### src/hdl/rtt_pkg.sv
// ----------------------------------------------------------------------------
// rtt_pkg
// Shared types and constants of the retransmit timer table.
// ----------------------------------------------------------------------------
`default_nettype none

package rtt_pkg;

  localparam int TABLE_DEPTH    = 16;
  localparam int IDX_W          = $clog2(TABLE_DEPTH);
  localparam int KEY_W          = 64;
  localparam int CFG_W          = 12;
  localparam int RETRY_W        = 8;
  localparam int EV_W           = 3;
  localparam int TIME_WIDTH_DEF = 32;
  localparam int ADDR_W         = 4;
  localparam int DATA_W         = 32;

  localparam logic [IDX_W-1:0]   IDX_LAST  = IDX_W'(TABLE_DEPTH - 1);
  localparam logic [RETRY_W-1:0] RETRY_MAX = '1;

  localparam logic [CFG_W-1:0] MIN_INTERVAL_RST    = CFG_W'(5);
  localparam logic [CFG_W-1:0] DELAY_INCREMENT_RST = CFG_W'(5);
  localparam logic [CFG_W-1:0] MAX_LIFETIME_RST    = CFG_W'(20);

  typedef enum logic [1:0] {
    REG_MIN_INTERVAL    = 2'd0,
    REG_DELAY_INCREMENT = 2'd1,
    REG_MAX_LIFETIME    = 2'd2,
    REG_UNUSED          = 2'd3
  } reg_idx_t;

  typedef enum logic [1:0] {
    REQ_ADD    = 2'd0,
    REQ_ACK    = 2'd1,
    REQ_TICK   = 2'd2,
    REQ_IGNORE = 2'd3
  } req_t;

  typedef enum logic [EV_W-1:0] {
    EV_ADDED     = 3'd0,
    EV_REPLACED  = 3'd1,
    EV_FULL      = 3'd2,
    EV_ACK_HIT   = 3'd3,
    EV_ACK_MISS  = 3'd4,
    EV_RESEND    = 3'd5,
    EV_GIVE_UP   = 3'd6,
    EV_SCAN_DONE = 3'd7
  } ev_t;

  typedef enum logic [1:0] {
    ST_IDLE,
    ST_SCAN,
    ST_FINISH
  } state_t;

  typedef enum logic [1:0] {
    WR_NONE,
    WR_ADD,
    WR_CLEAR,
    WR_RESEND
  } wr_op_t;

  typedef struct packed {
    wr_op_t             op;
    logic [IDX_W-1:0]   idx;
    logic [KEY_W-1:0]   key;
    logic [RETRY_W-1:0] retries;
  } wr_cmd_t;

  typedef struct packed {
    logic               match;
    logic               expired;
    logic               due;
    logic [RETRY_W-1:0] retry_next;
  } eval_t;

endpackage

`default_nettype wire

### src/hdl/rtt_eval.sv
// ----------------------------------------------------------------------------
// rtt_eval
// Shared entry evaluator: key compare, age and backoff checks, retry bump.
// ----------------------------------------------------------------------------
`default_nettype none

module rtt_eval
  import rtt_pkg::*;
#(
  parameter int TIME_WIDTH = TIME_WIDTH_DEF
) (
  input  wire logic [KEY_W-1:0]      key,
  input  wire logic [KEY_W-1:0]      entry_key,
  input  wire logic [TIME_WIDTH-1:0] now,
  input  wire logic [TIME_WIDTH-1:0] first_time,
  input  wire logic [TIME_WIDTH-1:0] last_time,
  input  wire logic [RETRY_W-1:0]    retries,
  input  wire logic [CFG_W-1:0]      min_interval,
  input  wire logic [CFG_W-1:0]      delay_increment,
  input  wire logic [CFG_W-1:0]      max_lifetime,
  output eval_t                      result
);

  localparam int DLY_W = CFG_W + RETRY_W + 1;
  localparam int CMP_W = (TIME_WIDTH > DLY_W) ? TIME_WIDTH : DLY_W;
  localparam int BO_W  = CFG_W + RETRY_W;

  logic [TIME_WIDTH-1:0]    age;
  logic [TIME_WIDTH-1:0]    idle;
  logic [CFG_W-1:0]         eff_min;
  logic [CFG_W+RETRY_W-1:0] backoff;
  logic [DLY_W-1:0]         delay;

  always_comb begin
    age     = now - first_time;
    idle    = now - last_time;
    eff_min = (min_interval > max_lifetime) ? max_lifetime : min_interval;
    backoff = BO_W'(delay_increment) * BO_W'(retries);
    delay   = DLY_W'(eff_min) + DLY_W'(backoff);

    result.match      = (entry_key == key);
    result.expired    = CMP_W'(age) > CMP_W'(max_lifetime);
    result.due        = CMP_W'(idle) >= CMP_W'(delay);
    result.retry_next = (retries == RETRY_MAX) ? RETRY_MAX : retries + 1'b1;
  end

endmodule

`default_nettype wire

### src/hdl/rtt_store.sv
// ----------------------------------------------------------------------------
// rtt_store
// Entry storage: valid bits, keys, send stamps and retry counts.
// ----------------------------------------------------------------------------
`default_nettype none

module rtt_store
  import rtt_pkg::*;
#(
  parameter int TIME_WIDTH = TIME_WIDTH_DEF
) (
  input  wire logic                  clk,
  input  wire logic                  rst,
  input  wire wr_cmd_t               wr,
  input  wire logic [TIME_WIDTH-1:0] now,
  input  wire logic [IDX_W-1:0]      rd_idx,
  output logic                       rd_valid,
  output logic [KEY_W-1:0]           rd_key,
  output logic [TIME_WIDTH-1:0]      rd_first,
  output logic [TIME_WIDTH-1:0]      rd_last,
  output logic [RETRY_W-1:0]         rd_retries
);

  logic [TABLE_DEPTH-1:0] valid;
  logic [KEY_W-1:0]       key_arr   [TABLE_DEPTH];
  logic [TIME_WIDTH-1:0]  first_arr [TABLE_DEPTH];
  logic [TIME_WIDTH-1:0]  last_arr  [TABLE_DEPTH];
  logic [RETRY_W-1:0]     retry_arr [TABLE_DEPTH];

  always_ff @(posedge clk) begin
    if (rst) begin
      valid <= '0;
    end else begin
      if (wr.op == WR_ADD) begin
        valid[wr.idx] <= 1'b1;
      end else if (wr.op == WR_CLEAR) begin
        valid[wr.idx] <= 1'b0;
      end
    end
  end

  always_ff @(posedge clk) begin
    if (wr.op == WR_ADD) begin
      key_arr[wr.idx]   <= wr.key;
      first_arr[wr.idx] <= now;
      last_arr[wr.idx]  <= now;
      retry_arr[wr.idx] <= '0;
    end else if (wr.op == WR_RESEND) begin
      last_arr[wr.idx]  <= now;
      retry_arr[wr.idx] <= wr.retries;
    end
  end

  assign rd_valid   = valid[rd_idx];
  assign rd_key     = key_arr[rd_idx];
  assign rd_first   = first_arr[rd_idx];
  assign rd_last    = last_arr[rd_idx];
  assign rd_retries = retry_arr[rd_idx];

endmodule

`default_nettype wire

### src/hdl/retransmit_timer_table.sv
// ----------------------------------------------------------------------------
// retransmit_timer_table
// Table of outstanding messages with linear resend backoff and give-up aging.
// ----------------------------------------------------------------------------
// Usage:
//   A transaction is taken when start is high and busy is low. req_type
//   selects add (seq_key stored), acknowledgement (seq_key removed) or tick
//   (time advances by one, every entry is checked). Type 3 is dropped.
//   Each result is shown for one cycle with done high; last marks the final
//   result of a transaction. The receiver cannot stall; results are never
//   held back.
//   Timing: one entry per cycle passes through the shared evaluator. Add,
//   tick and a missed acknowledgement walk all 16 slots and give their
//   final result from the finish state; busy falls in the cycle that shows
//   it. A matching acknowledgement ends at its slot. Tick results come out
//   as their slots are passed. Registers are to be written over the APB
//   port only while the block is idle; the block does not enforce this.
//   Reset clears all entries, the time counter and the registers to their
//   defaults; the block is ready in the first cycle after reset.
// ----------------------------------------------------------------------------
`default_nettype none

module retransmit_timer_table
  import rtt_pkg::*;
#(
  parameter int TIME_WIDTH = TIME_WIDTH_DEF
) (
  input  wire logic              clk,
  input  wire logic              rst,
  input  wire logic              start,
  output logic                   busy,
  input  wire logic [1:0]        req_type,
  input  wire logic [KEY_W-1:0]  seq_key,
  output logic                   done,
  output logic [EV_W-1:0]        event_res,
  output logic [KEY_W-1:0]       key_out,
  output logic [IDX_W-1:0]       slot,
  output logic [RETRY_W-1:0]     retry_number,
  output logic                   last,
  input  wire logic              psel,
  input  wire logic              penable,
  input  wire logic              pwrite,
  input  wire logic [ADDR_W-1:0] paddr,
  input  wire logic [DATA_W-1:0] pwdata,
  output logic [DATA_W-1:0]      prdata,
  output logic                   pready
);

  logic [CFG_W-1:0] min_interval;
  logic [CFG_W-1:0] delay_increment;
  logic [CFG_W-1:0] max_lifetime;
  reg_idx_t         reg_sel;
  logic             reg_wr;

  state_t                state, state_next;
  logic [IDX_W-1:0]      idx, idx_next;
  req_t                  req_q;
  logic [KEY_W-1:0]      key_q;
  logic [TIME_WIDTH-1:0] now;
  logic                  hit_found, hit_found_next;
  logic [IDX_W-1:0]      hit_idx, hit_idx_next;
  logic                  free_found, free_found_next;
  logic [IDX_W-1:0]      free_idx, free_idx_next;
  logic                  accept;

  logic                  done_next;
  ev_t                   ev_next;
  logic [KEY_W-1:0]      key_out_next;
  logic [IDX_W-1:0]      slot_next;
  logic [RETRY_W-1:0]    retry_number_next;
  logic                  last_next;

  wr_cmd_t               wr;
  logic                  e_valid;
  logic [KEY_W-1:0]      e_key;
  logic [TIME_WIDTH-1:0] e_first;
  logic [TIME_WIDTH-1:0] e_last;
  logic [RETRY_W-1:0]    e_retries;
  eval_t                 ev;

  // configuration port
  assign pready  = 1'b1;
  assign reg_sel = reg_idx_t'(paddr[3:2]);
  assign reg_wr  = psel && penable && pwrite && pready;

  always_ff @(posedge clk) begin
    if (rst) begin
      min_interval    <= MIN_INTERVAL_RST;
      delay_increment <= DELAY_INCREMENT_RST;
      max_lifetime    <= MAX_LIFETIME_RST;
    end else if (reg_wr) begin
      unique case (reg_sel)
        REG_MIN_INTERVAL:    min_interval    <= pwdata[CFG_W-1:0];
        REG_DELAY_INCREMENT: delay_increment <= pwdata[CFG_W-1:0];
        REG_MAX_LIFETIME:    max_lifetime    <= pwdata[CFG_W-1:0];
        default: ;
      endcase
    end
  end

  always_comb begin
    unique case (reg_sel)
      REG_MIN_INTERVAL:    prdata = DATA_W'(min_interval);
      REG_DELAY_INCREMENT: prdata = DATA_W'(delay_increment);
      REG_MAX_LIFETIME:    prdata = DATA_W'(max_lifetime);
      default:             prdata = '0;
    endcase
  end

  // storage and shared evaluator
  rtt_store #(
    .TIME_WIDTH (TIME_WIDTH)
  ) u_store (
    .clk        (clk),
    .rst        (rst),
    .wr         (wr),
    .now        (now),
    .rd_idx     (idx),
    .rd_valid   (e_valid),
    .rd_key     (e_key),
    .rd_first   (e_first),
    .rd_last    (e_last),
    .rd_retries (e_retries)
  );

  rtt_eval #(
    .TIME_WIDTH (TIME_WIDTH)
  ) u_eval (
    .key             (key_q),
    .entry_key       (e_key),
    .now             (now),
    .first_time      (e_first),
    .last_time       (e_last),
    .retries         (e_retries),
    .min_interval    (min_interval),
    .delay_increment (delay_increment),
    .max_lifetime    (max_lifetime),
    .result          (ev)
  );

  // sequencer
  assign busy   = (state != ST_IDLE);
  assign accept = start && !busy;

  always_ff @(posedge clk) begin
    if (rst) begin
      state      <= ST_IDLE;
      idx        <= '0;
      hit_found  <= 1'b0;
      free_found <= 1'b0;
      now        <= '0;
      done       <= 1'b0;
    end else begin
      state      <= state_next;
      idx        <= idx_next;
      hit_found  <= hit_found_next;
      free_found <= free_found_next;
      done       <= done_next;
      if (accept && req_t'(req_type) == REQ_TICK) begin
        now <= now + 1'b1;
      end
    end
  end

  always_ff @(posedge clk) begin
    hit_idx      <= hit_idx_next;
    free_idx     <= free_idx_next;
    event_res    <= ev_next;
    key_out      <= key_out_next;
    slot         <= slot_next;
    retry_number <= retry_number_next;
    last         <= last_next;
    if (accept) begin
      req_q <= req_t'(req_type);
      key_q <= seq_key;
    end
  end

  always_comb begin
    state_next        = state;
    idx_next          = idx;
    hit_found_next    = hit_found;
    hit_idx_next      = hit_idx;
    free_found_next   = free_found;
    free_idx_next     = free_idx;
    wr.op             = WR_NONE;
    wr.idx            = idx;
    wr.key            = key_q;
    wr.retries        = ev.retry_next;
    done_next         = 1'b0;
    ev_next           = EV_SCAN_DONE;
    key_out_next      = '0;
    slot_next         = '0;
    retry_number_next = '0;
    last_next         = 1'b0;

    unique case (state)
      ST_IDLE: begin
        if (accept && req_t'(req_type) != REQ_IGNORE) begin
          state_next      = ST_SCAN;
          idx_next        = '0;
          hit_found_next  = 1'b0;
          free_found_next = 1'b0;
        end
      end

      ST_SCAN: begin
        idx_next = idx + 1'b1;
        if (idx == IDX_LAST) begin
          state_next = ST_FINISH;
          idx_next   = '0;
        end
        unique case (req_q)
          REQ_ADD: begin
            if (e_valid && ev.match && !hit_found) begin
              hit_found_next = 1'b1;
              hit_idx_next   = idx;
            end
            if (!e_valid && !free_found) begin
              free_found_next = 1'b1;
              free_idx_next   = idx;
            end
          end
          REQ_ACK: begin
            if (e_valid && ev.match) begin
              wr.op        = WR_CLEAR;
              done_next    = 1'b1;
              ev_next      = EV_ACK_HIT;
              key_out_next = key_q;
              slot_next    = idx;
              last_next    = 1'b1;
              state_next   = ST_IDLE;
              idx_next     = '0;
            end
          end
          REQ_TICK: begin
            if (e_valid && ev.expired) begin
              wr.op        = WR_CLEAR;
              done_next    = 1'b1;
              ev_next      = EV_GIVE_UP;
              key_out_next = e_key;
              slot_next    = idx;
            end else if (e_valid && ev.due) begin
              wr.op             = WR_RESEND;
              done_next         = 1'b1;
              ev_next           = EV_RESEND;
              key_out_next      = e_key;
              slot_next         = idx;
              retry_number_next = ev.retry_next;
            end
          end
          default: begin
            state_next = ST_IDLE;
            idx_next   = '0;
          end
        endcase
      end

      ST_FINISH: begin
        state_next = ST_IDLE;
        done_next  = 1'b1;
        last_next  = 1'b1;
        unique case (req_q)
          REQ_ADD: begin
            key_out_next = key_q;
            if (hit_found) begin
              wr.op     = WR_ADD;
              wr.idx    = hit_idx;
              ev_next   = EV_REPLACED;
              slot_next = hit_idx;
            end else if (free_found) begin
              wr.op     = WR_ADD;
              wr.idx    = free_idx;
              ev_next   = EV_ADDED;
              slot_next = free_idx;
            end else begin
              ev_next = EV_FULL;
            end
          end
          REQ_ACK: begin
            ev_next      = EV_ACK_MISS;
            key_out_next = key_q;
          end
          REQ_TICK: begin
            ev_next = EV_SCAN_DONE;
          end
          default: begin
            done_next = 1'b0;
            last_next = 1'b0;
          end
        endcase
      end

      default: begin
        state_next = ST_IDLE;
        idx_next   = '0;
      end
    endcase
  end

  // checks
  a_done_from_work: assert property (@(posedge clk) disable iff (rst)
    done |-> $past(state) != ST_IDLE)
    else $error("result without a transaction in progress");

  a_last_ends_work: assert property (@(posedge clk) disable iff (rst)
    (done && last) |-> state == ST_IDLE)
    else $error("final result while sequencer still busy");

  a_tick_advances: assert property (@(posedge clk) disable iff (rst)
    (accept && req_type == REQ_TICK) |=> now == TIME_WIDTH'($past(now) + 1'b1))
    else $error("time counter did not advance on tick");

  a_idle_idx_zero: assert property (@(posedge clk) disable iff (rst)
    state == ST_IDLE |-> idx == '0)
    else $error("scan index not parked while idle");

endmodule

`default_nettype wire
### config.mk
export PLATFORM = sky130hd
export DESIGN_NAME = retransmit_timer_table
export DESIGN_NICKNAME = d
export VERILOG_FILES = /design/src/hdl/rtt_pkg.sv /design/src/hdl/rtt_eval.sv /design/src/hdl/rtt_store.sv /design/src/hdl/retransmit_timer_table.sv
export SDC_FILE = /design/constraint.sdc
export NUM_CORES = 2
export LEC_CHECK = 0
export BUFFER_PORTS_ARGS = -buffer_cell sky130_fd_sc_hd__buf_2
export CORE_UTILIZATION = 23
export CTS_CLUSTER_DIAMETER = 120
export DETAILED_ROUTE_END_ITERATION = 8
export SYNTH_ARGS = -nofsm -noshare
export SYNTH_HDL_FRONTEND = slang
export SYNTH_SLANG_ARGS = --single-unit
### constraint.sdc
create_clock -name clk -period 13.3 [get_ports clk]
set_input_delay 1.33 -clock clk [delete_from_list [all_inputs] [get_ports clk]]
set_output_delay 1.33 -clock clk [all_outputs]
set_load 0.02 [all_outputs]
==> run metrics <==
slack of the critical path=around 1.5 ns; Unique masters post-synth=89; Reg2Reg Depth=36; combinational power share=3.3%; TritonRoute pass-1 iters=7; Worst-Skew Late Latency=0.96 ns; NetSw=~3.3 mW; Non-Filler Instances=12.25k; pin count of the biggest net entering global routing=103; Root Driver=clkbuf_16; Worst EP required=between 10 and 15 ns; final slew viol count=0; Final GP Congestion=a little under 0.9; Slowest-stage cell, CP=and3_4; Reg clk slew, reported paths=0.06 ns; port bufs=179; Critical Path AT=12.42 ns; DRT iter0 DRCs=between 6k and 7k; Core Rows=245; critical path class=reg2reg; critical path's top delay family=adder cells; switching part of the total=21.15%; Post-CTS Hold Buffers=0; vias post-DR=56.71k; vias per cell=4.628; sequential fraction of design power=53.7%; Setup Viol. Count Final=0; internal power=12.36 mW; Area contributors post-synth=edfxtp_1 66%, mux4_2 12%, dfxtp_1 3.5%, mux2i_1 2.1%, ha_1 2.0%; vias in the first global route=57.55k; clock group share of total power=a little over two fifths; Crit path depth=36; most frequent cell after synthesis=edfxtp_1; Worst Tran Pin Value=between 1 and 1.5 ns; grt ovf=0; Max VDD drop=0.0001232 V; Mapped Cells=5842; post-synth top area cell=edfxtp_1; dpl ws=1.411 ns; status=finished, final reports clean; Hold WS=0.4779 ns; fin area=between 100000 and 150000 µm²; post-CTS setup buffers=0; final hold viol count=0; ANT nets after route=0; synthesis-stage register bit count=2427; Post-Syn Area per Cell=17.58 µm²; min Tclk post-route=about 12 ns; placeable core area=444800 µm²; Post-synth EDFFs=2250; Area growth, synth to finish=16.06%; Max FO, Critical Path=36; GRT Util Overall=12.10%; DP Area=roughly 110000 µm²; TritonCTS buffer count=230; Hold WC Path Type=reg2reg; multiplexer share of the synthesized area=14.48%; Setup Skew=about 0.12 ns; Inst Count DP=11.83k; Top Ports=223; Leak Pwr=36.03 nW; Max H-tree Level=4; Synth Area in Adders=3.428%; routed len/inst=22.96 µm; DPL Wire Length=167.9 mm; Compound-Gate Fraction of Synth Area=4.672%; Reg2Reg Capture Point=u_store.key_arr[4][48]; Pwr per Cell Area=around 130 nW/µm²; RSZ-0062 raised after global routing=no; initial antenna violation count=19; Synth top area share=between 60% and 70%; sequential cell area fraction in the yosys report=between 60% and 70%; Synth top cells by count=2250 x edfxtp_1, 551 x mux4_2, 365 x nand2_1; worst path bufs/invs=6; cts repair resizes=0; Max Clock Freq=84.50 MHz; crit start category=flip-flop; Layout fillers=around 44k; die area=roughly 450000 µm²; Crit. End Element=flip-flop; Slew HR=23.14%; mapped cell area=102700 µm²; first-pass GRT wire length=406.7 mm; WL final=approximately 280 mm; ys async rst share=0%; Final period util=between 80% and 90%; DIE HEIGHT=670.2 µm; Initial Util=a little under a quarter; share of layout cells above drive strength 1=between 20% and 30%; peak per-stage delay on the critical path=0.84 ns; Max Root-Sink Buffers=4; Nets=6477; main combinational cell family by area after synthesis=multiplexers; post-synthesis simple-gate area fraction=approximately 4.8%; post-synthesis xor/xnor area fraction=under 10%; Yosys warnings=0; max-cap check violation count=0; chip width=670.2 µm; Reg2Reg Setup Slack=roughly 1.5 ns; DR DRC count=0; ys flop type=edfxtp_1; TritonCTS clock tree=built; CTS Sinks=2427; setup TNS=0 ns; crit path to=u_store.key_arr[4][48]
==> through the flow <==
| stage | utilization, % | total power, mW |
|---|---|---|
| 6_report | 26.80 | 15.68 |
| 5_1_grt | 26.80 | 16.12 |
| 4_1_cts | 26.79 | 15.81 |
| 3_5_place_dp | 25.08 | 9.110 |
| 3_3_place_gp | 25.08 | 9.098 |
| 2_1_floorplan | - | 8.889 |
==> power groups by stage <==
stage | Clock [mW] | Combinational, mW | Sequential, mW
floorplan | 0 | 0.324 | 8.56
global placement | 0 | 0.519 | 8.58
detailed placement | 0 | 0.524 | 8.59
CTS | 6.86 | 0.529 | 8.42
global route | 7.13 | 0.573 | 8.42
finish | 6.74 | 0.521 | 8.42
==> flip-flops by register name, summed over array words and instances, names as in the netlist, 8 cells and up, named ones only <==
| name | count |
|---|---|
| key_q | 64 |
| u_store.last_arr | 512 |
| max_lifetime | 12 |
| min_interval | 12 |
| now | 32 |
| retry_number | 8 |
| u_store.first_arr | 512 |
| delay_increment | 12 |
| u_store.retry_arr | 128 |
| u_store.key_arr | 1024 |
| key_out | 64 |
==> final cells by class <==
type	count	area, µm²	area share [%]
antenna	4	10.01	0.008398
clock buffer	289	6120	5.134
clock inverter	131	1481	1.243
inverter	216	822.0	0.6897
multi-input combinational	2905	29550	24.79
sequential	2427	71120	59.67
tap	5928	7417	6.223
timing repair buffer	352	2673	2.242
==> layout by cell type (no fill, tap or decap), types with 39 or more instances in the layout <==
master,instances
dfxtp_1,173
nor2_1,187
nand4_1,44
mux2i_1,213
clkbuf_16,232
nor3_1,47
buf_2,178
xor2_1,70
edfxtp_1,2250
inv_1,212
mux4_2,551
a21o_1,41
fa_1,74
clkbuf_1,47
clkinv_1,44
o21ai_0,116
ha_1,163
and2_1,59
nand3_1,80
buf_4,136
and3_1,39
nand2_1,365
xnor2_1,61
a21oi_1,180
a22o_1,45
==> worst register-to-register path: cells and delay by family (launching register included) <==
| kind | cells | cell delay [ns] |
|---|---|---|
| flip-flops | 1 | 0.82 |
| AND/OR/NAND/NOR | 11 | 3.06 |
| adder cells (fa/ha/maj) | 7 | 3.23 |
| AO/OA/AOI/OAI | 9 | 1.99 |
| buffers and inverters | 6 | 0.91 |
| XOR/XNOR | 1 | 0.15 |
| multiplexers | 2 | 1.36 |
==> metal layers <==
metal	global-route usage, %	share of wire (%)
met5	0	0.0096
met4	3.045	2.5
met3	2.038	7.6
met2	19.69	47
met1	16.73	43
==> kinds of logic (layout without fill, tap and decap cells) <==
logic type               count (synthesis)  count (layout)
other                                    2              25
AO/OA/AOI/OAI                          707             707
adder cells (fa/ha/maj)                237             237
flip-flops                            2427            2427
multiplexers                           793             793
buffers and inverters                  529             988
XOR/XNOR                               131             131
AND/OR/NAND/NOR                       1016            1016
==> how the worst min path moves through the flow <==
stage	end	startpoint	slack, ns	depth (start not counted)
after floorplan	free_idx[2]	idx[2]	0.42	0
after global routing	flip-flop	flip-flop	0.51	2
final	flip-flop	flip-flop	0.48	2
after detailed placement	flip-flop	flip-flop	0.47	2
after global placement	flip-flop	flip-flop	0.46	2
after CTS	key_q[13]	seq_key[13]	0.47	1
Note: power is estimated with default switching activity, not from simulation.
